[src/rtl/cseq_pkg.sv]
`timescale 1ns / 1ps
// Package for the ordered byte-key store: sizes, request and status codes.
// Used by char_sequence_insert_delete_store_top, cseq_store_checker and tb; depends on nothing.
package cseq_pkg;

	localparam int DEPTH   = 64;
	localparam int ADDR_W  = $clog2(DEPTH);
	localparam int CNT_W   = $clog2(DEPTH + 1);
	localparam int KEY_W   = 8;
	localparam int POS_W   = 8;
	localparam int FIELD_W = 7;
	localparam int WIDE_W  = (CNT_W > POS_W) ? CNT_W : POS_W;

	typedef enum logic [1:0] {
		REQ_INSERT = 2'd0,
		REQ_DELETE = 2'd1,
		REQ_READ   = 2'd2,
		REQ_NONE   = 2'd3
	} req_t;

	typedef enum logic [1:0] {
		STAT_OK    = 2'd0,
		STAT_FULL  = 2'd1,
		STAT_RANGE = 2'd2,
		STAT_EMPTY = 2'd3
	} status_t;

	function automatic logic [FIELD_W-1:0] to_field(input logic [CNT_W-1:0] v);
		logic [31:0] w;
		w = 32'(v);
		return w[FIELD_W-1:0];
	endfunction

endpackage

[src/rtl/char_sequence_insert_delete_store_top.sv]
`timescale 1ns / 1ps
// Top level of the ordered byte-key store with positional insert and delete by key.
// Depends on cseq_pkg and cseq_ram.
//
// Usage:
// A request transaction is taken at a rising edge where start is high and busy is low.
// The request carries req_type, key and position on separate ports.
// Exactly one result transaction follows each request: done is high for one cycle while
// status, count, removed and read_key hold the result.
// The receiver cannot stall; done is a one-cycle strobe and must be captured.
// Errors, unused request types and an insert into an empty store are answered from the
// idle state. A read passes through the read state, which takes the registered RAM data.
// An insert into a non-empty store passes through the shift state; one placed before a
// stored element first moves each element from the slot upward by one place.
// The shift runs one element per cycle through the single RAM read and write ports.
// A delete compacts the store in the delete state, keeping elements unequal to the key.
// The compaction streams every stored element once through the RAM read port.
// busy is high while a request is in progress. The next request may be given in the
// cycle where done is high.
// Reset clears the element count and the control state. The RAM is not cleared:
// entries beyond the count are never used.
module char_sequence_insert_delete_store_top
	import cseq_pkg::*;
(
	input  logic                 clk,
	input  logic                 arst_n,
	input  logic                 start,
	output logic                 busy,
	input  logic [1:0]           req_type,
	input  logic [KEY_W-1:0]     key,
	input  logic [POS_W-1:0]     position,
	output logic                 done,
	output logic [1:0]           status,
	output logic [FIELD_W-1:0]   count,
	output logic [FIELD_W-1:0]   removed,
	output logic [KEY_W-1:0]     read_key
);

	typedef enum logic [1:0] {
		S_IDLE,
		S_SHIFT,
		S_DELETE,
		S_READ
	} state_t;

	state_t               state_q;
	logic [CNT_W-1:0]     count_q;
	logic [CNT_W-1:0]     idx_q;
	logic [CNT_W-1:0]     at_q;
	logic [CNT_W-1:0]     wr_q;
	logic [KEY_W-1:0]     key_q;
	logic                 pend_s1;
	logic [ADDR_W-1:0]    waddr_s1;

	logic                 done_q;
	status_t              res_status_q;
	logic [FIELD_W-1:0]   res_count_q;
	logic [FIELD_W-1:0]   res_removed_q;
	logic [KEY_W-1:0]     res_key_q;

	logic                 accept;
	logic [WIDE_W-1:0]    pos_wide;
	logic [WIDE_W-1:0]    cnt_wide;
	logic [WIDE_W-1:0]    pos_m1;
	logic [CNT_W-1:0]     idx_m1;
	logic [CNT_W-1:0]     diff;

	logic                 ram_we;
	logic [ADDR_W-1:0]    ram_waddr;
	logic [KEY_W-1:0]     ram_wdata;
	logic [ADDR_W-1:0]    ram_raddr;
	logic [KEY_W-1:0]     ram_rdata;

	assign busy     = (state_q != S_IDLE);
	assign accept   = start && !busy;
	assign pos_wide = WIDE_W'(position);
	assign cnt_wide = WIDE_W'(count_q);
	assign pos_m1   = pos_wide - WIDE_W'(1);
	assign idx_m1   = idx_q - CNT_W'(1);
	assign diff     = count_q - wr_q;

	cseq_ram #(
		.WIDTH(KEY_W),
		.DEPTH(DEPTH)
	) u_ram (
		.clk  (clk),
		.we   (ram_we),
		.waddr(ram_waddr),
		.wdata(ram_wdata),
		.raddr(ram_raddr),
		.rdata(ram_rdata)
	);

	always_comb begin
		ram_we    = 1'b0;
		ram_waddr = '0;
		ram_wdata = key_q;
		ram_raddr = pos_m1[ADDR_W-1:0];
		unique case (state_q)
			S_IDLE: begin
				if (accept && req_type == REQ_INSERT && count_q == '0) begin
					ram_we    = 1'b1;
					ram_waddr = '0;
					ram_wdata = key;
				end
			end
			S_SHIFT: begin
				ram_raddr = idx_m1[ADDR_W-1:0];
				if (pend_s1) begin
					ram_we    = 1'b1;
					ram_waddr = waddr_s1;
					ram_wdata = ram_rdata;
				end else if (idx_q == at_q) begin
					ram_we    = 1'b1;
					ram_waddr = at_q[ADDR_W-1:0];
					ram_wdata = key_q;
				end
			end
			S_DELETE: begin
				ram_raddr = idx_q[ADDR_W-1:0];
				if (pend_s1 && ram_rdata != key_q) begin
					ram_we    = 1'b1;
					ram_waddr = wr_q[ADDR_W-1:0];
					ram_wdata = ram_rdata;
				end
			end
			S_READ: begin
				ram_raddr = pos_m1[ADDR_W-1:0];
			end
			default: begin
				ram_we = 1'b0;
			end
		endcase
	end

	always_ff @(posedge clk or negedge arst_n) begin
		if (!arst_n) begin
			state_q       <= S_IDLE;
			count_q       <= '0;
			idx_q         <= '0;
			at_q          <= '0;
			wr_q          <= '0;
			key_q         <= '0;
			pend_s1       <= 1'b0;
			waddr_s1      <= '0;
			done_q        <= 1'b0;
			res_status_q  <= STAT_OK;
			res_count_q   <= '0;
			res_removed_q <= '0;
			res_key_q     <= '0;
		end else begin
			done_q <= 1'b0;
			unique case (state_q)
				S_IDLE: begin
					if (accept) begin
						key_q         <= key;
						pend_s1       <= 1'b0;
						res_status_q  <= STAT_OK;
						res_count_q   <= to_field(count_q);
						res_removed_q <= '0;
						res_key_q     <= '0;
						case (req_t'(req_type))
							REQ_INSERT: begin
								if (count_q == '0) begin
									count_q     <= CNT_W'(1);
									res_count_q <= to_field(CNT_W'(1));
									done_q      <= 1'b1;
								end else if (count_q >= CNT_W'(DEPTH)) begin
									res_status_q <= STAT_FULL;
									done_q       <= 1'b1;
								end else if (pos_wide > cnt_wide) begin
									res_status_q <= STAT_RANGE;
									done_q       <= 1'b1;
								end else begin
									idx_q   <= count_q;
									at_q    <= (position == '0) ? count_q : pos_m1[CNT_W-1:0];
									state_q <= S_SHIFT;
								end
							end
							REQ_DELETE: begin
								if (count_q == '0) begin
									res_status_q <= STAT_EMPTY;
									done_q       <= 1'b1;
								end else begin
									idx_q   <= '0;
									wr_q    <= '0;
									state_q <= S_DELETE;
								end
							end
							REQ_READ: begin
								if (count_q == '0) begin
									res_status_q <= STAT_EMPTY;
									done_q       <= 1'b1;
								end else if (position == '0 || pos_wide > cnt_wide) begin
									res_status_q <= STAT_RANGE;
									done_q       <= 1'b1;
								end else begin
									state_q <= S_READ;
								end
							end
							default: begin
								done_q <= 1'b1;
							end
						endcase
					end
				end
				S_SHIFT: begin
					pend_s1 <= (idx_q != at_q);
					if (idx_q != at_q) begin
						idx_q    <= idx_m1;
						waddr_s1 <= idx_q[ADDR_W-1:0];
					end
					if (idx_q == at_q && !pend_s1) begin
						count_q      <= count_q + CNT_W'(1);
						res_count_q  <= to_field(count_q + CNT_W'(1));
						res_status_q <= STAT_OK;
						done_q       <= 1'b1;
						state_q      <= S_IDLE;
					end
				end
				S_DELETE: begin
					pend_s1 <= (idx_q != count_q);
					if (idx_q != count_q) begin
						idx_q <= idx_q + CNT_W'(1);
					end
					if (pend_s1 && ram_rdata != key_q) begin
						wr_q <= wr_q + CNT_W'(1);
					end
					if (idx_q == count_q && !pend_s1) begin
						count_q       <= wr_q;
						res_count_q   <= to_field(wr_q);
						res_removed_q <= to_field(diff);
						res_status_q  <= STAT_OK;
						done_q        <= 1'b1;
						state_q       <= S_IDLE;
					end
				end
				S_READ: begin
					res_key_q    <= ram_rdata;
					res_status_q <= STAT_OK;
					done_q       <= 1'b1;
					state_q      <= S_IDLE;
				end
				default: begin
					state_q <= S_IDLE;
				end
			endcase
		end
	end

	assign done     = done_q;
	assign status   = res_status_q;
	assign count    = res_count_q;
	assign removed  = res_removed_q;
	assign read_key = res_key_q;

	a_done_idle: assert property (@(posedge clk) disable iff (!arst_n)
		done_q |-> (state_q == S_IDLE))
		else $error("result strobe while a request is still in progress");

	a_count_bound: assert property (@(posedge clk) disable iff (!arst_n)
		count_q <= CNT_W'(DEPTH))
		else $error("element count exceeds the store depth");

	a_shift_order: assert property (@(posedge clk) disable iff (!arst_n)
		(state_q == S_SHIFT) |-> (idx_q >= at_q && count_q < CNT_W'(DEPTH)))
		else $error("insert shift pointer passed the insert slot");

	a_compact_order: assert property (@(posedge clk) disable iff (!arst_n)
		(state_q == S_DELETE) |-> (wr_q <= idx_q && idx_q <= count_q))
		else $error("delete write pointer ran ahead of the read pointer");

endmodule

[src/rtl/cseq_ram.sv]
`timescale 1ns / 1ps
// Generic simple dual-port RAM: one write port, one read port with registered data.
// Standalone; no package dependency.
module cseq_ram #(
	parameter int WIDTH = 8,
	parameter int DEPTH = 64
) (
	input  logic                     clk,
	input  logic                     we,
	input  logic [$clog2(DEPTH)-1:0] waddr,
	input  logic [WIDTH-1:0]         wdata,
	input  logic [$clog2(DEPTH)-1:0] raddr,
	output logic [WIDTH-1:0]         rdata
);

	logic [WIDTH-1:0] mem [DEPTH];

	always_ff @(posedge clk) begin
		if (we) begin
			mem[waddr] <= wdata;
		end
		rdata <= mem[raddr];
	end

endmodule

[config.mk]
export PLATFORM = sky130hd
export DESIGN_NAME = char_sequence_insert_delete_store_top
export DESIGN_NICKNAME = d
export VERILOG_FILES = /design/src/rtl/cseq_pkg.sv /design/src/rtl/char_sequence_insert_delete_store_top.sv /design/src/rtl/cseq_ram.sv
export SDC_FILE = /design/constraint.sdc
export NUM_CORES = 1
export LEC_CHECK = 0
export BUFFER_PORTS_ARGS = -buffer_cell sky130_fd_sc_hd__clkbuf_2
export CAP_MARGIN = 20
export CORE_UTILIZATION = 38
export CTS_BUF_LIST = sky130_fd_sc_hd__clkbuf_4
export CTS_CLUSTER_SIZE = 8
export DETAILED_ROUTE_END_ITERATION = 10
export GPL_ROUTABILITY_DRIVEN = 0
export PLACE_DENSITY = 0.62
export SLEW_MARGIN = 0
export SYNTH_ARGS = -nofsm -noshare
export SYNTH_HDL_FRONTEND = slang
export SYNTH_SLANG_ARGS = --single-unit
[constraint.sdc]
create_clock -name clk -period 5.7 [get_ports clk]
set_input_delay 0.855 -clock clk [delete_from_list [all_inputs] [get_ports clk]]
set_output_delay 0.855 -clock clk [all_outputs]
set_load 0.005 [all_outputs]
==> results of run 1 <==
## metal layers
layer	GRT usage	vias to the layer above	routed length, um
met5	0	-	0
met2	0.297	803	29700
met4	0.0881	0	2290
met1	0.271	7852	27900
li1	-	6905	-
met3	0.0534	122	6090
## synth_stat cells, types with 23 or more instances
| cell | count |
|---|---|
| nor2_1 | 105 |
| o21ai_0 | 49 |
| mux4_2 | 68 |
| nand2_1 | 234 |
| mux2_2 | 23 |
| mux2i_1 | 98 |
| ha_1 | 28 |
| inv_1 | 32 |
| dfrtp_1 | 63 |
| and3_1 | 37 |
| edfxtp_1 | 512 |
| a311oi_1 | 24 |
| a21oi_1 | 27 |
| a22oi_1 | 27 |
| xnor2_1 | 27 |
| buf_2 | 31 |
| nand3_1 | 26 |
## report_power, final
group          total, mW  leakage (nW)  switching, mW  internal, mW
logic               6.87          3.36           4.50          2.36
clock network       3.50          1.09           1.68          1.82
registers           6.09          5.54          0.324          5.77
## kinds of logic after synthesis
group                    Yosys count  synth area share
XOR/XNOR                          44            0.0153
flip-flops                       583             0.678
multiplexers                     189             0.110
AO/OA/AOI/OAI                    231            0.0662
adder cells (fa/ha/maj)           29            0.0147
buffers and inverters            121            0.0250
AND/OR/NAND/NOR                  495            0.0912
## final timing paths
check                                   endpoint  slack [ns]  depth (start not counted)
worst max-delay path            u_ram.mem[41][3]        1.14                          9
worst min-delay path                  removed[2]        0.08                          2
worst max register to register  u_ram.mem[41][3]        1.14                          9
worst min register to register        removed[4]        0.48                          2
max in group asynchronous            waddr_s1[0]        5.05                          2
min in group clk                        key_q[4]        0.16                          2
## through the flow
stage               worst slack, ns  power [mW]  std cells
floorplan                     0.769        10.7       1692
global placement               1.35        12.9       2549
detailed placement             1.26        13.0       2550
CTS                            1.27        16.5       2807
global route                  0.972        17.2       2809
finish                         1.14        16.5       2810
## state kept, by name (all words and copies together) (netlist names)
| name | flops |
|---|---|
| done | 1 |
| removed | 7 |
| at_q | 7 |
| pend_s1 | 1 |
| key_q | 8 |
| count | 7 |
| status | 2 |
| u_ram.rdata | 8 |
| waddr_s1 | 6 |
| wr_q | 7 |
| idx_q | 7 |
| read_key | 8 |
| u_ram.mem | 512 |
| state_q | 2 |
## cell type report
class / instances / share of cell area
flip-flops and latches: 583 / 0.603
multi-input cells: 988 / 0.268
clock buffers: 208 / 0.0550
well taps: 864 / 0.0381
repair buffers: 81 / 0.0207
clock inverters: 49 / 0.00996
inverters: 35 / 0.00463
diodes: 2 / 0.000176
## critical path: cells and delay by family (launching register included)
family	cells	cell delay (ns)
AND/OR/NAND/NOR	3	1.77
adder cells (fa/ha/maj)	1	0.14
AO/OA/AOI/OAI	2	1.15
buffers and inverters	3	0.70
flip-flops	1	0.43
==> results by group, run 1 <==
Status
  • Status: finished clean

Routing
  • Post-route ant nets: 0
  • Drt wl/cell: 23.5 um
  • DRT Wirelength: roughly 66 mm
  • First DRT Iteration DRCs: 1,783
  • Via count: ~16,000
  • Drt via density: about 5.6
  • DRC errors left: 0
  • DR pass1 iterations: 7

Floorplan
  • Io pins: 47
  • Initial Util: 0.384
  • Row count: 94
  • DIE WIDTH: ~260 um
  • Core area: approximately 66,000 um^2
  • Die extent in y: 260 um
  • Die area: slightly below 70,000 um^2

Timing
  • Final worst path period share: 0.800
  • Skew final: 0.101 ns
  • Final hold vios: 0
  • Hold Slack: 0.0791 ns
  • Max_slew headroom: 0.254
  • RSZ-0062 raised after global routing: false
  • Final Setup Violations: 0
  • Crit path time final: around 4.6 ns
  • Setup TNS: 0 ns
  • Pins Over Slew Limit: 0
  • Worst-margin pin slew: about 1.1 ns
  • Fmax: about 0.22 GHz

Setup path
  • Worst path slowest cell: nor2_1
  • Worst Path Max Fanout: 20
  • Crit-path most repeated cell: inv_1
  • Worst R2R Start: state_q[0]
  • Crit. End Element: register
  • CP peak stage delay: ~0.84 ns
  • Worst setup path class: reg -> reg
  • CP Data Arrival Time: approximately 5.2 ns
  • WP data required: approximately 6.3 ns
  • Crit path launch type: register
  • Critical Path Source: state_q[0]
  • Worst path cell trace: inv_1 -> ha_1 -> buf_4 -> inv_1 -> a211oi_2 -> a221o_1 -> and2_1 -> nand3_1 -> nor2_1

Clocking
  • Clk sinks: 583
  • Clock Pin Slew Worst Setup and Hold Paths: ~0.060 ns
  • CTS Buf Count: roughly 150
  • Clock root cell: clkbuf_4
  • Post-CTS setup buffers: 0
  • Worst skew pair latency: a little over 1 ns
  • Hold Buf Count CTS: 0
  • Worst-case clock buffer depth: 3
  • CTS tree: built
  • Htree depth: 4
  • Resize count post-CTS: 0

Layout
  • Commonest cells after routing, fill and taps aside: 512 x edfxtp_1, 234 x nand2_1, 208 x clkbuf_4
  • Layout cells sized above 1: 0.223
  • # fillers: between 5,000 and 6,000
  • Commonest non-fill, non-tap cell in the layout: edfxtp_1
  • FF+latch area: ~17,000 um^2
  • NumNets Final: between 1,500 and 2,000
  • Util after Layout: 0.432
  • Multi-input logic area: 7620 um^2
  • Final instance area: between 20,000 and 30,000 um^2
  • Area grow syn2layout: 12.4%

GRT
  • Total Routing Usage GR: 0.198
  • Total global routing overflow: 0
  • Initial antenna violation count: 1
  • Largest net degree at the start of global routing: between 60 and 70
  • First-pass GRT wire length: about 99 mm
  • Number of global-route vias before repair: approximately 16,000

Synthesis
  • Top-area cell type share of the netlist area: 0.609
  • Top post-synthesis cells by area: edfxtp_1 61%, dfrtp_1 6.2%, mux4_2 6.1%
  • Ys async rst share: 0.108
  • Post-synthesis sequential area ratio: 0.678
  • Post-synthesis net count: about 1,700
  • Post-synth cell types: between 70 and 80
  • Seq cells post-synth: 583
  • EDFF count, synth: between 500 and 600
  • Syn Area/Cell: approximately 15 um^2
  • Syn Inst Count: between 1,500 and 2,000
  • Ys flop type: edfxtp_1
  • Area leader, netlist: edfxtp_1
  • Yosys warnings: 0
  • Synthesized area: about 25,000 um^2

Power
  • Pleak: roughly 10 nW
  • PD cells: 580 nW/um^2
  • Maximum vdd drop: roughly 0.00032 V

Placement
  • Placed Instance Area: about 27,000 um^2
  • Dpl hpwl: roughly 42 mm
  • Buffers on Ports: 46

Flow run
  • MaxCap Viol Count: 0

Hold path
  • Type of the worst min-delay path: in -> async
(Power assumes the default switching activity.)
==> run 2: changes to the inputs <==
clock period = 4.5 ns   (was 5.7 ns; I/O delays follow)
==> run 2 against run 1 <==
Net effect:
- clock-buffer cell count rose by 17
- routed wire length rose by 0.90%
- cell count rose by 3.5%
- die area did not move
- cell area rose by 3.2%
- fmax rose by 4.8%
- via count rose by 2.3%
- combinational power rose by 30%
- clock power rose by 41%
- critical path depth rose by 3
- largest cell class unchanged
- highest routed layer unchanged
==> results by group, run 2 (synthesis gave the netlist of run 1 again) <==
Floorplan
  • DIE WIDTH: 260 um (unchanged)
  • Die extent in y: 260 um (unchanged)
  • Initial Util: 0.384 (unchanged)
  • Die area: 67,500 um^2 (unchanged)
  • Io pins: 47 (unchanged)
  • Core area: 65,700 um^2 (unchanged)
  • Row count: 94 (unchanged)

Layout
  • # fillers: 5,818 (-1.1%)
  • Number of flip-flops in the largest register: 512 (unchanged)
  • Commonest non-fill, non-tap cell in the layout: edfxtp_1
  • NumNets Final: 1,975 (+4.7%)
  • Area grow syn2layout: 16.1%
  • Commonest cells after routing, fill and taps aside: 512 x edfxtp_1, 234 x nand2_1, 225 x clkbuf_4
  • Final instance area: 29,300 um^2 (+3.2%)
  • Biggest register: u_ram.mem
  • Util after Layout: 0.446 (+0.0140)
  • Layout cells sized above 1: 0.257 (+0.0343)
  • Non-Filler Instances: 2,908 (+3.5%)

Routing
  • Post-route ant nets: 0 (unchanged)
  • First DRT Iteration DRCs: 1,674 (-6.1%)
  • Drt wl/cell: 22.9 um (-2.5%)
  • DRT Wirelength: 66.6 mm (+0.90%)
  • Drt via density: 5.52 (-1.1%)
  • Via count: 16,047 (+2.3%)
  • DR pass1 iterations: 6 (-1)
  • DRC errors left: 0 (unchanged)

Power
  • Maximum vdd drop: 0.000482 V (+48%)
  • PD cells: 735 nW/um^2 (+27%)
  • Switch share: 0.390 (-0.00573)
  • Internal: 13.1 mW (+32%)
  • Pleak: 10.6 nW (+5.6%)
  • Combinational share of power: 0.416 (about the same)
  • Clock share of power: 0.229 (+0.016)
  • Reg power frac: 0.356 (-0.014)
  • Switch Pwr: 8.39 mW (+29%)

Setup path
  • CP peak stage delay: 0.72 ns (-0.12 ns)
  • Worst setup path class: reg -> reg
  • CP Data Arrival Time: 5.18 ns (+0.03 ns)
  • Worst path cell trace: inv_1 -> ha_1 -> buf_4 -> nor2_1 -> a21oi_4 -> buf_4 -> buf_4 -> nand2_1 -> and3_1 -> a311oi_1 -> nor4_1 -> nor4_1
  • Crit. End Element: register
  • Crit-path most repeated cell: buf_4
  • WP data required: 5.33 ns (-0.96 ns)
  • Crit path launch type: register
  • Cell family with most CP delay: simple AND/OR/NAND/NOR gates
  • Worst Path Buf+Inv: 4 (+1)
  • Worst Path Max Fanout: 39 (+95%)
  • Worst path slowest cell: a21oi_4

Timing
  • RSZ-0062 raised after global routing: false
  • Final hold vios: 0 (unchanged)
  • Worst-margin pin slew: 1.12 ns (+0.00636 ns)
  • Pins Over Slew Limit: 0 (unchanged)
  • Skew final: 0.0697 ns (-0.0311 ns)
  • Setup TNS: 0 ns (unchanged)
  • Final Setup Violations: 0 (unchanged)
  • Fmax: 0.230 GHz (+4.8%)
  • Crit path time final: 4.35 ns (-0.211 ns)
  • Hold Slack: 0.0768 ns (-0.00224 ns)
  • Max_slew headroom: 0.252 (-0.00149)
  • Final worst path period share: 0.967 (+0.167)

Flow run
  • MaxCap Viol Count: 0 (unchanged)

Clocking
  • Worst skew pair latency: 1.03 ns (about the same)
  • Post-CTS setup buffers: 0 (unchanged)
  • Htree depth: 4 (unchanged)
  • Worst-case clock buffer depth: 3 (unchanged)
  • Clock Pin Slew Worst Setup and Hold Paths: 0.08 ns (+0.02 ns)
  • Clock root cell: clkbuf_4
  • Clk sinks: 583 (unchanged)
  • CTS Buf Count: 151 (+2.7%)
  • CTS tree: built

Placement
  • Placed insts: 2,624 (+2.9%)
  • Buffers on Ports: 46 (unchanged)
  • Dpl hpwl: 42.6 mm (+0.35%)
  • Placed Instance Area: 27,100 um^2 (+2.2%)

Hold path
  • Type of the worst min-delay path: in -> reg

GRT
  • Number of global-route vias before repair: 16,099 (+3.4%)
  • Total global routing overflow: 0 (unchanged)
  • Initial antenna violation count: 2 (+1)
  • Largest net degree at the start of global routing: 65 (unchanged)
  • First-pass GRT wire length: 100 mm (+1.5%)
  • Total Routing Usage GR: 0.200 (+0.00181)

Status
  • Status: finished clean
[run 2: cell types whose count changed in the layout (fill, tap and decap cells not counted), moves of 5 or more]
cell           change
clkinv_1           -7
buf_4             +72
clkbuf_4          +17
dlygate4sd3_1     +11
clkinv_2           -5
bufinv_16          +5
[run 2: per-layer routing]
metal	global-route usage	wire length [um]
met3	0.0448	4740
met5	0	0
met2	0.308	30800
met4	0.0843	2030
met1	0.273	29000
[run 2: timing repair]
action / 4_1_cts / 5_1_grt
endpoints found under the hold margin: 54 / 0
hold buffers: 11 / 0
setup endpoints to repair: 0 / 0
gates resized for setup: 0 / 0
[run 2: path summary, 6_finish.rpt]
check | slack, ns | end | depth (start not counted) | start
min | 0.08 | at_q[4] | 4 | position[4]
min in group asynchronous | 0.20 | removed[5] | 2 | arst_n
max reg2reg | 0.15 | u_ram.rdata[7] | 12 | state_q[1]
min reg2reg | 0.48 | removed[0] | 2 | removed[0]
max in group asynchronous | 3.65 | at_q[3] | 3 | arst_n
max | 0.15 | u_ram.rdata[7] | 12 | state_q[1]
[run 2: per-stage QoR]
stage	power (mW)	setup WS, ns
2_1_floorplan	13.4	0.675
3_3_place_gp	16.5	0.237
3_5_place_dp	16.7	0.229
4_1_cts	21.6	0.297
5_1_grt	22.5	0.00946
6_report	21.5	0.148
[run 2: power groups by stage]
| stage | Clock [mW] | Sequential (mW) | Combinational (mW) |
|---|---|---|---|
| global route | 5.31 | 7.69 | 9.51 |
| global placement | 0 | 7.75 | 8.79 |
| finish | 4.93 | 7.66 | 8.95 |
| CTS | 5.03 | 7.65 | 8.93 |
| floorplan | 0 | 7.70 | 5.73 |
| detailed placement | 0 | 7.77 | 8.90 |
[run 2: area by class of cell]
class,count,area (um^2),share of cell area
Inverter,35,131,0.00448
Sequential cell,583,17100,0.584
Clock inverter,42,387,0.0132
Timing Repair Buffer,166,1270,0.0434
Tap cell,864,1080,0.0369
Clock buffer,225,1690,0.0577
Multi-Input combinational cell,988,7620,0.260
Antenna cell,5,12.5,0.000427
[run 2: worst reg2reg max path, stage by stage, from the launching register on]
cell	delay (ns)
dfrtp_1	0.44
inv_1	0.09
ha_1	0.30
buf_4	0.42
nor2_1	0.22
a21oi_4	0.72
buf_4	0.42
buf_4	0.23
nand2_1	0.06
and3_1	0.19
a311oi_1	0.27
nor4_1	0.09
nor4_1	0.72
